==> config.mk <==
export PLATFORM = sky130hd
export DESIGN_NAME = gregorian_date_add_subtract_days_flat
export DESIGN_NICKNAME = d
export VERILOG_FILES = /design/src/rtl/gdas_pkg.sv /design/src/rtl/gdas_item_if.sv /design/src/rtl/gdas_result_if.sv /design/src/rtl/gdas_ctrl.sv /design/src/rtl/gdas_datapath.sv /design/src/rtl/gregorian_date_add_subtract_days.sv /design/src/flat_wrapper.sv
export VERILOG_INCLUDE_DIRS = /design/src /design/src/rtl
export SDC_FILE = /design/constraint.sdc
export NUM_CORES = 1
export LEC_CHECK = 0
export BUFFER_PORTS_ARGS = -buffer_cell sky130_fd_sc_hd__buf_2
export CELL_PAD_IN_SITES_DETAIL_PLACEMENT = 0
export CELL_PAD_IN_SITES_GLOBAL_PLACEMENT = 1
export CORE_ASPECT_RATIO = 1.25
export CORE_MARGIN = 2
export CORE_UTILIZATION = 41
export CTS_CLUSTER_SIZE = 24
export DETAILED_ROUTE_END_ITERATION = 6
export PLACE_DENSITY = 0.77
export SLEW_MARGIN = 30
export SYNTH_ARGS = -nofsm -noshare
export SYNTH_HDL_FRONTEND = slang
export SYNTH_SLANG_ARGS = --single-unit
==> constraint.sdc <==
create_clock -name clk -period 3.83 [get_ports clk]
set_input_delay 0.5745 -clock clk [delete_from_list [all_inputs] [get_ports clk]]
set_output_delay 0.5745 -clock clk [all_outputs]
set_load 0.02 [all_outputs]
==> src/rtl/gregorian_date_add_subtract_days_defines.svh <==
// Assertion helpers used by the top-level RTL.
`ifndef GREGORIAN_DATE_ADD_SUBTRACT_DAYS_DEFINES_SVH
`define GREGORIAN_DATE_ADD_SUBTRACT_DAYS_DEFINES_SVH

// Same-cycle implication, disabled during reset.
`define GDAS_ASSERT_NOW(label, clk, rst, ante, cons, msg) \
  label: assert property (@(posedge clk) disable iff (rst) (ante) |-> (cons)) \
    else $error(msg);

// Next-cycle implication, disabled during reset.
`define GDAS_ASSERT_NEXT(label, clk, rst, ante, cons, msg) \
  label: assert property (@(posedge clk) disable iff (rst) (ante) |=> (cons)) \
    else $error(msg);

`endif

==> src/rtl/gdas_pkg.sv <==
`default_nettype none
package gdas_pkg;

  localparam int unsigned DAY_W       = 5;
  localparam int unsigned MONTH_W     = 4;
  localparam int unsigned YEAR_IN_W   = 14;
  localparam int unsigned DAY_COUNT_W = 16;
  // walk year: start year plus or minus the span of the largest count
  localparam int unsigned YEAR_W      = 16;
  localparam int unsigned REM_W       = 9;

  localparam int unsigned LEAP_CYCLE  = 400;
  localparam int unsigned CENTURY     = 100;
  localparam int unsigned YEAR_MIN    = 1;
  localparam int unsigned YEAR_MAX    = 9999;

  localparam int unsigned REDUCE_STEPS = 6;
  localparam int unsigned RED_IDX_W    = $clog2(REDUCE_STEPS);

  localparam logic [MONTH_W-1:0] JAN = 4'd1;
  localparam logic [MONTH_W-1:0] FEB = 4'd2;
  localparam logic [MONTH_W-1:0] APR = 4'd4;
  localparam logic [MONTH_W-1:0] JUN = 4'd6;
  localparam logic [MONTH_W-1:0] SEP = 4'd9;
  localparam logic [MONTH_W-1:0] NOV = 4'd11;
  localparam logic [MONTH_W-1:0] DEC = 4'd12;
  localparam logic [MONTH_W-1:0] MONTH_WRAP = 4'd13;

  localparam logic [DAY_W-1:0] LEN_LONG  = 5'd31;
  localparam logic [DAY_W-1:0] LEN_SHORT = 5'd30;
  localparam logic [DAY_W-1:0] LEN_LEAP  = 5'd29;
  localparam logic [DAY_W-1:0] LEN_FEB   = 5'd28;

  typedef struct packed {
    logic                 mode;
    logic [DAY_W-1:0]     start_day;
    logic [MONTH_W-1:0]   start_month;
    logic [YEAR_IN_W-1:0] start_year;
    logic [DAY_COUNT_W-1:0] day_count;
  } item_t;

  typedef struct packed {
    logic [DAY_W-1:0]     result_day;
    logic [MONTH_W-1:0]   result_month;
    logic [YEAR_IN_W-1:0] result_year;
    logic                 out_of_range;
  } result_t;

  typedef struct packed {
    logic                 load;
    logic                 reduce;
    logic [RED_IDX_W-1:0] red_idx;
    logic                 norm;
    logic                 step;
    logic                 load_out;
  } dp_cmd_t;

  typedef struct packed {
    logic walk_done;
    logic out_free;
  } dp_status_t;

  // rem is the year modulo 400
  function automatic logic is_leap(input logic [REM_W-1:0] rem);
    logic century;
    century = (rem == REM_W'(CENTURY)) || (rem == REM_W'(2 * CENTURY)) ||
              (rem == REM_W'(3 * CENTURY));
    return (rem == '0) || ((rem[1:0] == 2'b00) && !century);
  endfunction

  function automatic logic [DAY_W-1:0] month_len(input logic [MONTH_W-1:0] m,
                                                  input logic leap);
    logic [DAY_W-1:0] len;
    case (m) inside
      FEB:                len = leap ? LEN_LEAP : LEN_FEB;
      APR, JUN, SEP, NOV: len = LEN_SHORT;
      default:            len = LEN_LONG;
    endcase
    return len;
  endfunction

endpackage
`default_nettype wire

==> src/rtl/gdas_item_if.sv <==
`default_nettype none
interface gdas_item_if;
  logic        valid;
  logic        ready;
  logic        mode;
  logic [4:0]  start_day;
  logic [3:0]  start_month;
  logic [13:0] start_year;
  logic [15:0] day_count;

  modport source (output valid, mode, start_day, start_month, start_year, day_count,
                  input ready);
  modport sink (input valid, mode, start_day, start_month, start_year, day_count,
                output ready);
endinterface
`default_nettype wire

==> src/rtl/gdas_result_if.sv <==
`default_nettype none
interface gdas_result_if;
  logic        valid;
  logic        ready;
  logic [4:0]  result_day;
  logic [3:0]  result_month;
  logic [13:0] result_year;
  logic        out_of_range;

  modport source (output valid, result_day, result_month, result_year, out_of_range,
                  input ready);
  modport sink (input valid, result_day, result_month, result_year, out_of_range,
                output ready);
endinterface
`default_nettype wire

==> src/rtl/gdas_ctrl.sv <==
`default_nettype none
module gdas_ctrl (
  input  wire                  clk,
  input  wire                  rst,
  input  wire                  item_valid,
  output logic                 item_ready,
  input  gdas_pkg::dp_status_t status,
  output gdas_pkg::dp_cmd_t    cmd
);
  import gdas_pkg::*;

  typedef enum logic [1:0] {
    IDLE,
    REDUCE,
    NORM,
    WALK
  } state_t;

  state_t               state;
  logic [RED_IDX_W-1:0] red_idx;

  assign item_ready = (state == IDLE);

  always_comb begin
    cmd          = '0;
    cmd.red_idx  = red_idx;
    case (state)
      IDLE:    cmd.load = item_valid;
      REDUCE:  cmd.reduce = 1'b1;
      NORM:    cmd.norm = 1'b1;
      WALK: begin
        cmd.step     = !status.walk_done;
        cmd.load_out = status.walk_done && status.out_free;
      end
      default: cmd = '0;
    endcase
  end

  always_ff @(posedge clk) begin
    if (rst) begin
      state   <= IDLE;
      red_idx <= '0;
    end else begin
      case (state)
        IDLE: begin
          if (item_valid) begin
            state   <= REDUCE;
            red_idx <= RED_IDX_W'(REDUCE_STEPS - 1);
          end
        end
        REDUCE: begin
          if (red_idx == '0) begin
            state <= NORM;
          end else begin
            red_idx <= red_idx - 1'b1;
          end
        end
        NORM: state <= WALK;
        WALK: begin
          if (status.walk_done && status.out_free) begin
            state <= IDLE;
          end
        end
        default: state <= IDLE;
      endcase
    end
  end

endmodule
`default_nettype wire

==> src/rtl/gdas_datapath.sv <==
`default_nettype none
module gdas_datapath #(
  parameter int COUNT_BITS = 16
) (
  input  wire                  clk,
  input  wire                  rst,
  input  gdas_pkg::item_t      item,
  input  gdas_pkg::dp_cmd_t    cmd,
  output gdas_pkg::dp_status_t status,
  output gdas_pkg::result_t    result,
  output logic                 result_valid,
  input  wire                  result_ready
);
  import gdas_pkg::*;

  localparam int CW = (COUNT_BITS < DAY_COUNT_W) ? COUNT_BITS : DAY_COUNT_W;
  localparam int KW = ((CW > DAY_W) ? CW : DAY_W) + 1;

  logic                     sub;
  logic [DAY_W-1:0]         day;
  logic [MONTH_W-1:0]       month;
  logic signed [YEAR_W-1:0] year;
  logic [YEAR_IN_W-1:0]     yrem;
  // remaining days: running day-of-walk when adding, count left when subtracting
  logic [KW-1:0]            k;

  logic [REM_W-1:0]     rem;
  logic [DAY_W-1:0]     len;
  logic [YEAR_IN_W-1:0] red_sub;
  logic [DAY_W-1:0]     day_clamped;
  logic [MONTH_W-1:0]   month_inc;
  logic [MONTH_W-1:0]   month_dec;
  logic [REM_W-1:0]     rem_inc;
  logic [REM_W-1:0]     rem_dec;
  logic                 wrap_up;
  logic                 wrap_down;
  logic [DAY_W-1:0]     len_prev;
  logic                 done_add;
  logic                 done_sub;
  logic [DAY_W-1:0]     day_out;
  logic [YEAR_IN_W-1:0] year_out;
  logic                 flag_out;

  assign rem         = yrem[REM_W-1:0];
  assign len         = month_len(month, is_leap(rem));
  assign red_sub     = YEAR_IN_W'(LEAP_CYCLE) << cmd.red_idx;
  assign day_clamped = (day > len) ? len : day;

  assign month_inc = month + 1'b1;
  assign month_dec = month - 1'b1;
  assign wrap_up   = (month_inc == MONTH_WRAP);
  assign wrap_down = (month_dec == '0);
  assign rem_inc   = (rem == REM_W'(LEAP_CYCLE - 1)) ? '0 : rem + 1'b1;
  assign rem_dec   = (rem == '0) ? REM_W'(LEAP_CYCLE - 1) : rem - 1'b1;
  assign len_prev  = wrap_down ? month_len(DEC, is_leap(rem_dec))
                               : month_len(month_dec, is_leap(rem));

  assign done_add = (k <= KW'(len));
  assign done_sub = (KW'(day) > k);

  assign status.walk_done = sub ? done_sub : done_add;
  assign status.out_free  = !result_valid || result_ready;

  assign day_out = sub ? (day - k[DAY_W-1:0]) : k[DAY_W-1:0];

  always_comb begin
    flag_out = 1'b1;
    if (year < YEAR_W'(signed'(YEAR_MIN))) begin
      year_out = YEAR_IN_W'(YEAR_MIN);
    end else if (year > YEAR_W'(signed'(YEAR_MAX))) begin
      year_out = YEAR_IN_W'(YEAR_MAX);
    end else begin
      year_out = year[YEAR_IN_W-1:0];
      flag_out = 1'b0;
    end
  end

  always_ff @(posedge clk) begin
    if (cmd.load) begin
      sub   <= item.mode;
      day   <= (item.start_day == '0) ? DAY_W'(1) : item.start_day;
      month <= (item.start_month == '0) ? JAN :
               (item.start_month > DEC) ? DEC : item.start_month;
      year  <= signed'(YEAR_W'(item.start_year));
      yrem  <= item.start_year;
      k     <= KW'(item.day_count[CW-1:0]);
    end
    if (cmd.reduce && (yrem >= red_sub)) begin
      yrem <= yrem - red_sub;
    end
    if (cmd.norm) begin
      day <= day_clamped;
      if (!sub) begin
        k <= k + KW'(day_clamped);
      end
    end
    if (cmd.step) begin
      if (!sub) begin
        k     <= k - KW'(len);
        month <= wrap_up ? JAN : month_inc;
        if (wrap_up) begin
          year <= year + 1'b1;
          yrem <= YEAR_IN_W'(rem_inc);
        end
      end else begin
        k     <= k - KW'(day);
        day   <= len_prev;
        month <= wrap_down ? DEC : month_dec;
        if (wrap_down) begin
          year <= year - 1'b1;
          yrem <= YEAR_IN_W'(rem_dec);
        end
      end
    end
    if (cmd.load_out) begin
      result.result_day   <= day_out;
      result.result_month <= month;
      result.result_year  <= year_out;
      result.out_of_range <= flag_out;
    end
  end

  always_ff @(posedge clk) begin
    if (rst) begin
      result_valid <= 1'b0;
    end else if (cmd.load_out) begin
      result_valid <= 1'b1;
    end else if (result_ready) begin
      result_valid <= 1'b0;
    end
  end

endmodule
`default_nettype wire

==> src/rtl/gregorian_date_add_subtract_days.sv <==
// From the item transaction to the result an item passes through these steps in order:
// 1 load, 6 year-mod-400 reduction steps, 1 day clamp, the month walk, 1 final result load.
// The block takes one item at a time; the month walk advances one month per cycle, and the
// final result load waits until the output register is free.
// The next item is taken while a finished result still waits in the output register.
// Reset (rst, synchronous, active high) returns the controller to idle and drops result valid.
`default_nettype none
module gregorian_date_add_subtract_days #(
  parameter int COUNT_BITS = 16
) (
  input wire            clk,
  input wire            rst,
  gdas_item_if.sink     item,
  gdas_result_if.source result
);
  import gdas_pkg::*;
  `include "gregorian_date_add_subtract_days_defines.svh"

  item_t      item_payload;
  result_t    result_payload;
  dp_cmd_t    cmd;
  dp_status_t status;
  logic       item_ready;
  logic       result_valid;

  assign item_payload.mode        = item.mode;
  assign item_payload.start_day   = item.start_day;
  assign item_payload.start_month = item.start_month;
  assign item_payload.start_year  = item.start_year;
  assign item_payload.day_count   = item.day_count;
  assign item.ready               = item_ready;

  assign result.valid        = result_valid;
  assign result.result_day   = result_payload.result_day;
  assign result.result_month = result_payload.result_month;
  assign result.result_year  = result_payload.result_year;
  assign result.out_of_range = result_payload.out_of_range;

  gdas_ctrl u_ctrl (
    .clk        (clk),
    .rst        (rst),
    .item_valid (item.valid),
    .item_ready (item_ready),
    .status     (status),
    .cmd        (cmd)
  );

  gdas_datapath #(
    .COUNT_BITS (COUNT_BITS)
  ) u_datapath (
    .clk          (clk),
    .rst          (rst),
    .item         (item_payload),
    .cmd          (cmd),
    .status       (status),
    .result       (result_payload),
    .result_valid (result_valid),
    .result_ready (result.ready)
  );

  // a pending result is never overwritten
  `GDAS_ASSERT_NOW(a_no_overwrite, clk, rst, cmd.load_out, !result.valid || result.ready,
                   "result register loaded while a result is stalled")
  // busy from the transaction until the result is loaded into the output register
  `GDAS_ASSERT_NEXT(a_busy_after_accept, clk, rst, item.valid && item.ready, !item.ready,
                    "new item accepted while a walk is running")
  `GDAS_ASSERT_NEXT(a_load_shows, clk, rst, cmd.load_out, result.valid,
                    "loaded result not presented")
  `GDAS_ASSERT_NEXT(a_taken_clears, clk, rst,
                    result.valid && result.ready && !cmd.load_out, !result.valid,
                    "result repeated after its transaction")

endmodule
`default_nettype wire

==> src/flat_wrapper.sv <==
// flat-port wrapper written by rule: the top's interface ports become plain ports
module gregorian_date_add_subtract_days_flat import gdas_pkg::*;
#(
  parameter int COUNT_BITS = 16
)
  (clk, rst, item_valid, item_mode, item_start_day, item_start_month, item_start_year, item_day_count, item_ready, result_valid, result_result_day, result_result_month, result_result_year, result_out_of_range, result_ready);
  gdas_item_if item_i ();
  gdas_result_if result_i ();
  input wire clk;
  input wire rst;
  input wire logic [$bits(item_i.valid)-1:0] item_valid;
  input wire logic [$bits(item_i.mode)-1:0] item_mode;
  input wire logic [$bits(item_i.start_day)-1:0] item_start_day;
  input wire logic [$bits(item_i.start_month)-1:0] item_start_month;
  input wire logic [$bits(item_i.start_year)-1:0] item_start_year;
  input wire logic [$bits(item_i.day_count)-1:0] item_day_count;
  output wire logic [$bits(item_i.ready)-1:0] item_ready;
  output wire logic [$bits(result_i.valid)-1:0] result_valid;
  output wire logic [$bits(result_i.result_day)-1:0] result_result_day;
  output wire logic [$bits(result_i.result_month)-1:0] result_result_month;
  output wire logic [$bits(result_i.result_year)-1:0] result_result_year;
  output wire logic [$bits(result_i.out_of_range)-1:0] result_out_of_range;
  input wire logic [$bits(result_i.ready)-1:0] result_ready;
  assign item_i.valid = item_valid;
  assign item_i.mode = item_mode;
  assign item_i.start_day = item_start_day;
  assign item_i.start_month = item_start_month;
  assign item_i.start_year = item_start_year;
  assign item_i.day_count = item_day_count;
  assign item_ready = item_i.ready;
  assign result_valid = result_i.valid;
  assign result_result_day = result_i.result_day;
  assign result_result_month = result_i.result_month;
  assign result_result_year = result_i.result_year;
  assign result_out_of_range = result_i.out_of_range;
  assign result_i.ready = result_ready;
  gregorian_date_add_subtract_days #(.COUNT_BITS(COUNT_BITS)) u_core (.clk(clk), .rst(rst), .item(item_i), .result(result_i));
endmodule
**Word level (Yosys, flattened, before mapping)**

Cells that the tools add are included.

- Register bits after elaboration: 87
- Bits of input ports: 44
- Output and inout bits: 26
- Logic and storage cells: 135

- Add/sub/neg operators: 12
- Magnitude comparators: 7
- Eq/ne operators: 22
- Shift operators: 1
- Muxes and demuxes: 54
- Reduce and logical (&&, ||, !) cells: 25

Operator list:

| cell | number |
|---|---|
| 2-to-1 mux 14 bit | 7 |
| 2-to-1 mux 17 bit | 5 |
| 2-to-1 mux 16 bit | 5 |
| 2-to-1 mux 5 bit | 9 |
| subtractor 17 x 5 -> 17 bit | 2 |
| 2-to-1 mux 4 bit | 7 |
| == test 4 bit, second input constant | 5 |
| == test 9 bit, second input constant | 2 |
| 2-to-1 mux 9 bit | 2 |
| adder 17 x 5 -> 17 bit | 1 |
| greater-than comparator 5 x 17 -> 1 bit | 1 |
| less-or-equal comparator 17 x 5 -> 1 bit | 1 |
| adder 16 x 1 -> 16 bit, second input constant | 1 |
| == test 4 x 3 -> 1 bit, second input constant | 4 |
| greater-than comparator 16 x 15 -> 1 bit, second input constant | 1 |
| less-than comparator 16 x 2 -> 1 bit, second input constant | 1 |
| subtractor 16 x 1 -> 16 bit, second input constant | 1 |
| >= comparator 14 bit | 1 |
| left shift 9 x 3 -> 14 bit, first input constant | 1 |
| subtractor 14 bit | 1 |
| 2-to-1 mux 1 bit | 10 |
| 2-to-1 mux 2 bit | 5 |
| adder 9 x 1 -> 9 bit, second input constant | 1 |
| == test 9 x 7 -> 1 bit, second input constant | 1 |
| 27 further kinds | 46 |

**Logic depth before layout (Yosys ltp)**

Gate-level depths: netlist of the first run.

- Depth after elaboration: 14
- Mapped depth: 20

**Modules after synthesis**

From an unflattened synthesis of the first run, not the netlist that was laid out.

- Cells, all modules: 876
- Area total of the unflattened synthesis: 7148.1 um^2

Modules (own cells, without submodules):

| module | times used | cells each | area each (um^2) | seq. area each (um^2) |
|---|---|---|---|---|
| gdas_datapath | 1 | 833 | 6751.5 | 1931.9 |
| gdas_ctrl | 1 | 43 | 396.6 | 100.1 |

**Worst setup path after synthesis of the first run**

No wires, ideal clock.

- Kind: reg2reg
- From: reg u_core.u_datapath.month[0]
- To: reg u_core.u_datapath.k[10]
- Arrival: 3.835 ns
- Path slack: -0.090 ns
- Stages on the path, launching flop included: 21
- Path buffers: 1
- Clock period less this slack: 3.920 ns
- Cells stage by stage: edfxtp_1 > inv_1 > ha_1 > or3b_1 > a21oi_1 > o211a_1 > nor2_1 > ha_1 > nand2_1 > o211ai_1 > nand2_1 > o31ai_1 > ha_1 > fa_1 > a211oi_1 > o21bai_1 > nand3_1 > clkbuf_1 > o22a_1 > nor2_1 > a211oi_1

- Word-level cells in the longest chain between the ends: 10
- Elaborated cells between the ends (all ways): 20
- Classes of those cells: add/sub: 2; order compare: 2; eq/ne: 5; mux: 9; reduce/logical: 2

Ends and longest elaborated chain:

| item | line | source |
|---|---|---|
| start, declared | gdas_datapath.sv:21 | `logic [MONTH_W-1:0] month;` |
| start signal, assigned | gdas_datapath.sv:82 | `month <= (item.start_month == '0) ? JAN :` |
| start signal, assigned | gdas_datapath.sv:100 | `month <= wrap_up ? JAN : month_inc;` |
| start signal, assigned | gdas_datapath.sv:108 | `month <= wrap_down ? DEC : month_dec;` |
| == test 4 x 3 -> 1 bit / == test 4 bit (equally long branches) | gdas_datapath.sv:45 | `assign len = month_len(month, is_leap(rem));` |
| OR reduction 4 bit | gdas_pkg.sv:74 | `case (m) inside` |
| 2-to-1 mux 1 bit | gdas_pkg.sv:74 |  |
| 2-to-1 mux 2 bit (*) | gdas_pkg.sv:74 |  |
| greater-than comparator 5 bit | gdas_datapath.sv:47 | `assign day_clamped = (day > len) ? len : day;` |
| 2-to-1 mux 5 bit | gdas_datapath.sv:47 |  |
| adder 17 x 5 -> 17 bit | gdas_datapath.sv:94 | `k <= k + KW'(day_clamped);` |
| 2-to-1 mux 17 bit | gdas_datapath.sv:93 | `if (!sub) begin` |
| 2-to-1 mux 17 bit | gdas_datapath.sv:91 | `if (cmd.norm) begin` |
| 2-to-1 mux 17 bit (*) | gdas_datapath.sv:97 | `if (cmd.step) begin` |
| end signal, assigned | gdas_datapath.sv:94 |  |
| end signal, assigned | gdas_datapath.sv:99 | `k <= k - KW'(len);` |
| end signal, assigned | gdas_datapath.sv:106 | `k <= k - KW'(day);` |
| end, declared | gdas_datapath.sv:25 | `logic [KW-1:0] k;` |

Every way passes the cells marked *; elsewhere a longest branch is shown, timed or not.
A chain may end at the register's enable or synchronous reset.

**Final worst setup path of the first run**

- From: reg u_core.u_datapath.month[0]
- To: reg u_core.u_datapath.k[11]

The elaborated chain is that of the path after synthesis.

==> metrics.txt, run 1 <==
outcome=finished, violations left; failing checks=setup timing; Fillers=1,726; TritonCTS buffer count=9; die area=18,900 µm²; Main synth FF type=dfxtp_1; final hold viol count=0; hold endpoint=u_core.u_datapath.sub; area of the multi-input gates=4970 µm²; max_slew headroom=50.8%; router iterations before antenna repair=5; Total Nets Final=1,074; GRT met3 Usage=2.13%; most frequent cell on the critical path=ha_4; Longest Clk Path Bufs=2; DP Worst Slack=-41.8 ps; HPWL after DPL=16,000 µm; FF+latch area=2030 µm²; Total GRT Usage=23.4%; top achievable clock speed=259 MHz; sequential fraction of the synthesis area=27.9%; Reg-to-Reg Start=u_core.u_datapath.month[0]; hold path startpoint=item_mode; Post-Syn Nets=999; CORE AREA=17,400 µm²; critical path peak fanout=4; CTS root buffer=clkbuf_16; Layout area overhead=18.2%; r2r setup slk=-40 ps; Startpoint Class=register; reg-to-reg endpoint=u_core.u_datapath.k[11]; final std cell area, no fill=8610 µm²; I/O Buffers=69; GRT overflow=0; worst path required time=4070 ps; Starting DRT DRC Count=541; Buf+Inv Stages, Crit Path=5; Yosys warning total=0; post-DR vias/cell=5.94; Rows=54; GR Util met2=37.0%; total number of vias=7,158; asr flop ratio synth=0%; final setup fails=6; most used routing layer=met2; Synth Area per Inst=8.07 µm²; routability congestion estimate=0.926; HP Class=in -> reg; ANT cells=0; WHS Path Cells=1; Worst Tran Pin Value=731 ps; Final Skew=10.3 ps; Netlist Area Pre-Place=7280 µm²; Arrival @ worst endpoint=4110 ps; layout cell share with drive strength beyond 1=20.2%; largest net degree at the start of global routing=37; Final period util=101%; vias in the first global route=6,707; drt drc=0; Crit path largest cell delay=420 ps; CTS tree=done; crit-path leading delay family=compound AO/OA/AOI/OAI gates; initial antenna violation count=0; Post-synth EDFFs=29; RSZ-0062 raised after global routing=true; Leakage=3.51 nW; H-tree levels=3; Slew Viols, Final=0; final setup margin=-37.4 ps; Max VDD drop=0.382 mV; Netlist cell types=80; wire length per cell=18.2 µm; Die Wd=123 µm; min Tclk post-route=3870 ps; clk_lat worst skew=360 ps; Top Ports=70; first-pass GRT wire length=35,200 µm; Mapped Cells=902; worst setup path category=reg -> reg; worst r2r path cells=18; crit path capture type=register; most common cell after layout, fill and taps aside=nand2_1; FF+latch count, synth=87; Routed Antenna Nets=0; routed wire length=21,900 µm; Setup TNS=-97.3 ps; TritonCTS Sinks=87; CP cell instances=inv_2 > ha_4 > or3b_4 > buf_6 > inv_4 > ha_4 > nor2b_1 > o211ai_1 > buf_4 > a21oi_4 > ha_4 > a21o_1 > and4_1 > o211ai_1 > buf_4 > o211a_1 > o31ai_2 > nand3_1; Die Ht=153 µm; Worst-path clk slew=70 ps; max cap viols=0; most frequent cells in the layout=77 x nand2_1, 69 x buf_2, 67 x nor2_1; Pwr Density=887 nW/µm²; Initial Utilization=41.8%; met1 Use GR=33.0%; DP Area=8040 µm²; CP max stage cell=o211ai_1
layout make-up:
type	count	share of cell area [%]
Multi-Input combinational cell	699	57.8
Sequential cell	87	23.6
Timing Repair Buffer	125	9.36
Tap cell	224	3.26
Clock buffer	9	2.62
Inverter	55	2.43
Clock inverter	7	0.931
how the worst max path moves through the flow:
stage	start	endpoint	cells past startpoint
after floorplan	u_core.u_datapath.month[0]	u_core.u_datapath.k[7]	16
after global placement	u_core.u_datapath.month[0]	u_core.u_datapath.k[12]	17
after detailed placement	u_core.u_datapath.month[0]	u_core.u_datapath.k[11]	19
after CTS	u_core.u_datapath.month[0]	u_core.u_datapath.k[16]	19
after global routing	u_core.u_datapath.month[0]	u_core.u_datapath.k[8]	18
final	u_core.u_datapath.month[0]	u_core.u_datapath.k[11]	18
metal layers:
metal  vias up  part of all wire [%]
met3        31                   4.3
met5         -                     0
met4         0                   2.0
met2       184                    48
met1      3416                    46
li1       3527                     -
flip-flops by register name (all words and copies together) (netlist names):
signal / count
u_core.u_datapath.month: 4
u_core.u_datapath.sub: 1
u_core.u_ctrl.red_idx: 3
u_core.u_datapath.year: 16
u_core.u_datapath.yrem: 14
u_core.u_datapath.day: 5
u_core.u_datapath.result: 24
u_core.u_datapath.result_valid: 1
u_core.u_datapath.k: 17
u_core.u_ctrl.state: 2
metrics by stage:
step	total power, mW	hold slack (ps)	std cells	util, %
after floorplan	5.26	446	902	-
after global placement	6.42	501	1183	46.1
after detailed placement	6.44	504	1183	46.1
after CTS	7.43	395	1201	48.1
after global routing	8.34	398	1206	49.4
final	7.63	399	1206	49.4
report_power, final:
part / switching [mW] / internal [mW] / total (mW)
clock: 0.424 / 0.513 / 0.937
sequential: 0.566 / 1.35 / 1.92
combinational: 2.68 / 2.10 / 4.78
synthesized netlist by cell type, types with 18 or more instances:
cell type | instances | share of area (%)
a211oi_1 | 23 | 2.4
a21oi_1 | 65 | 4.5
and3_1 | 25 | 2.1
buf_2 | 22 | 1.5
clkbuf_1 | 33 | 1.7
dfxtp_1 | 58 | 16
edfxtp_1 | 29 | 12
ha_1 | 49 | 8.4
inv_1 | 52 | 2.7
mux2i_1 | 22 | 3.0
nand2_1 | 77 | 4.0
nand3_1 | 29 | 2.0
nor2_1 | 69 | 3.6
nor3_1 | 29 | 2.0
o21ai_0 | 41 | 2.8
xnor2_1 | 18 | 2.2
kinds of logic after synthesis:
family / count (synthesis) / synth area share, %
AO/OA/AOI/OAI: 290 / 27.9
XOR/XNOR: 26 / 3.13
adder cells (fa/ha/maj): 53 / 9.52
buffers and inverters: 116 / 6.61
flip-flops: 87 / 27.9
multiplexers: 30 / 4.26
AND/OR/NAND/NOR: 300 / 20.7
timing repair:
item	CTS	global route
gates resized for setup	6	43
buffers inserted	2	5
hold buffers	0	0
gates cloned	0	0
pin swaps	2	16
endpoints found under the setup margin	7	13
Power figures use the tool's default switching activity.
==> run 2, diff against run 1 <==
- BUFFER_PORTS_ARGS: -buffer_cell sky130_fd_sc_hd__buf_2 -> unset
- CORE_UTILIZATION: 41 -> 44
- DONT_BUFFER_PORTS: unset -> 1
==> metrics.txt, run 2 (same netlist as run 1, synthesis figures left out) <==
routed wire length=22,000 µm; fin util=50.7%; max_slew headroom=48.7%; CP max stage cell=edfxtp_1; routability congestion estimate=0.901; Leakage=3.25 nW; Layout area overhead=12.8%; top achievable clock speed=254 MHz; WHS Path Cells=1; clk_lat worst skew=360 ps; worst r2r path cells=20; top flop regs=u_core.u_datapath.result x24, u_core.u_datapath.k x17, u_core.u_datapath.year x16; wire length per cell=19.4 µm; Slew Viols, Final=0; TritonCTS Sinks=87; failing checks=setup timing; I/O Buffers=0; Total GRT Usage=25.0%; DP Worst Slack=-119 ps; hold endpoint=u_core.u_ctrl.red_idx[2]; CTS tree=done; TritonCTS buffer count=9; CTS root buffer=clkbuf_16; final setup fails=8; H-tree levels=3; vias in the first global route=6,781; post-placement cell count=1,108; ANT cells=0; initial antenna violation count=0; max cap viols=0; Die Ht=148 µm; Initial Utilization=45.0%; Pwr Density=930 nW/µm²; RSZ-0062 raised after global routing=true; Die Wd=119 µm; final hold slack=280 ps; hold buffers post-CTS=0; r2r setup slk=-110 ps; Reg-to-Reg Start=u_core.u_datapath.month[0]; CORE AREA=16,200 µm²; Worst Tran Pin Value=769 ps; Routed Antenna Nets=0; max reg flops=24; critical path peak fanout=5; drt drc=0; post-DR vias/cell=6.17; largest reg by FF count=u_core.u_datapath.result; hold path startpoint=rst; min Tclk post-route=3940 ps; Startpoint Class=register; most frequent cells in the layout=77 x nand2_1, 65 x nor2_1, 61 x a21oi_1; Buf+Inv Stages, Crit Path=3; GRT overflow=0; final setup margin=-114 ps; die area=17,600 µm²; Rows=52; Starting DRT DRC Count=437; outcome=finished, violations left; worst path required time=4110 ps; layout cell share with drive strength beyond 1=14.5%; Final Skew=8.45 ps; Crit path largest cell delay=420 ps; router iterations before antenna repair=6; first-pass GRT wire length=35,500 µm; HPWL after DPL=16,200 µm; Top Ports=70; Worst-path clk slew=70 ps; Arrival @ worst endpoint=4220 ps; reg-to-reg endpoint=u_core.u_datapath.k[10]; FF+latch area=2030 µm²; area of the multi-input gates=4930 µm²; worst setup path category=reg -> reg; total number of vias=6,998; Setup TNS=-397 ps; crit path capture type=register; final hold viol count=0; Longest Clk Path Bufs=2; Final period util=103%; fin cells=1,134; final std cell area, no fill=8210 µm²; Total Nets Final=1,010; HP Class=in -> reg; Power, Total=7.64 mW; DP Area=7670 µm²; CP cell instances=inv_2 > ha_4 > or3b_4 > a21oi_2 > o211a_1 > nor2_2 > ha_1 > nor2b_1 > o211ai_1 > o31ai_2 > ha_2 > fa_2 > a211oi_2 > o21bai_1 > nand3_2 > buf_4 > buf_6 > o21ai_2 > a21oi_2 > a211oi_2; Max VDD drop=0.367 mV; crit-path leading delay family=compound AO/OA/AOI/OAI gates; most common cell after layout, fill and taps aside=nand2_1; Fillers=1,538; largest net degree at the start of global routing=37
==> run 2: cell types whose count changed in the layout (fill, tap and decap cells not counted), sizes merged <==
cell and change:
buf -64, clkinv +1, inv -1
==> run 2: report_power, final <==
part,internal [mW],switching (mW)
clock network,0.507,0.410
registers,1.35,0.554
logic,2.09,2.72
==> run 2: timing repair <==
action | in CTS | in global routing
pin swaps | 11 | 24
endpoints found under the setup margin | 8 | 13
buffers inserted | 2 | 8
resized for setup | 12 | 31
==> run 2: layout make-up <==
cell class / count / area share [%]
Clock inverter: 7 / 0.884
Inverter: 55 / 2.51
Multi-Input combinational cell: 699 / 60.1
Timing Repair Buffer: 61 / 5.76
Sequential cell: 87 / 24.7
Tap cell: 216 / 3.29
Clock buffer: 9 / 2.74
==> run 2: worst max path at each step <==
stage                                          start                      end  cells past startpoint
final                     u_core.u_datapath.month[0]  u_core.u_datapath.k[10]                     20
after detailed placement  u_core.u_datapath.month[0]  u_core.u_datapath.k[12]                     17
after floorplan           u_core.u_datapath.month[0]   u_core.u_datapath.k[7]                     16
after global placement    u_core.u_datapath.month[0]  u_core.u_datapath.k[12]                     18
after global routing      u_core.u_datapath.month[0]  u_core.u_datapath.k[10]                     20
after CTS                 u_core.u_datapath.month[0]  u_core.u_datapath.k[15]                     18
==> run 2: routing by layer <==
layer | vias up | GRT usage (%) | wire (µm)
li1 | 3387 | - | -
met1 | 3353 | 32.5 | 9820
met2 | 227 | 41.8 | 10600
met3 | 31 | 3.36 | 1080
met4 | 0 | 10.5 | 467
met5 | - | 0 | 0
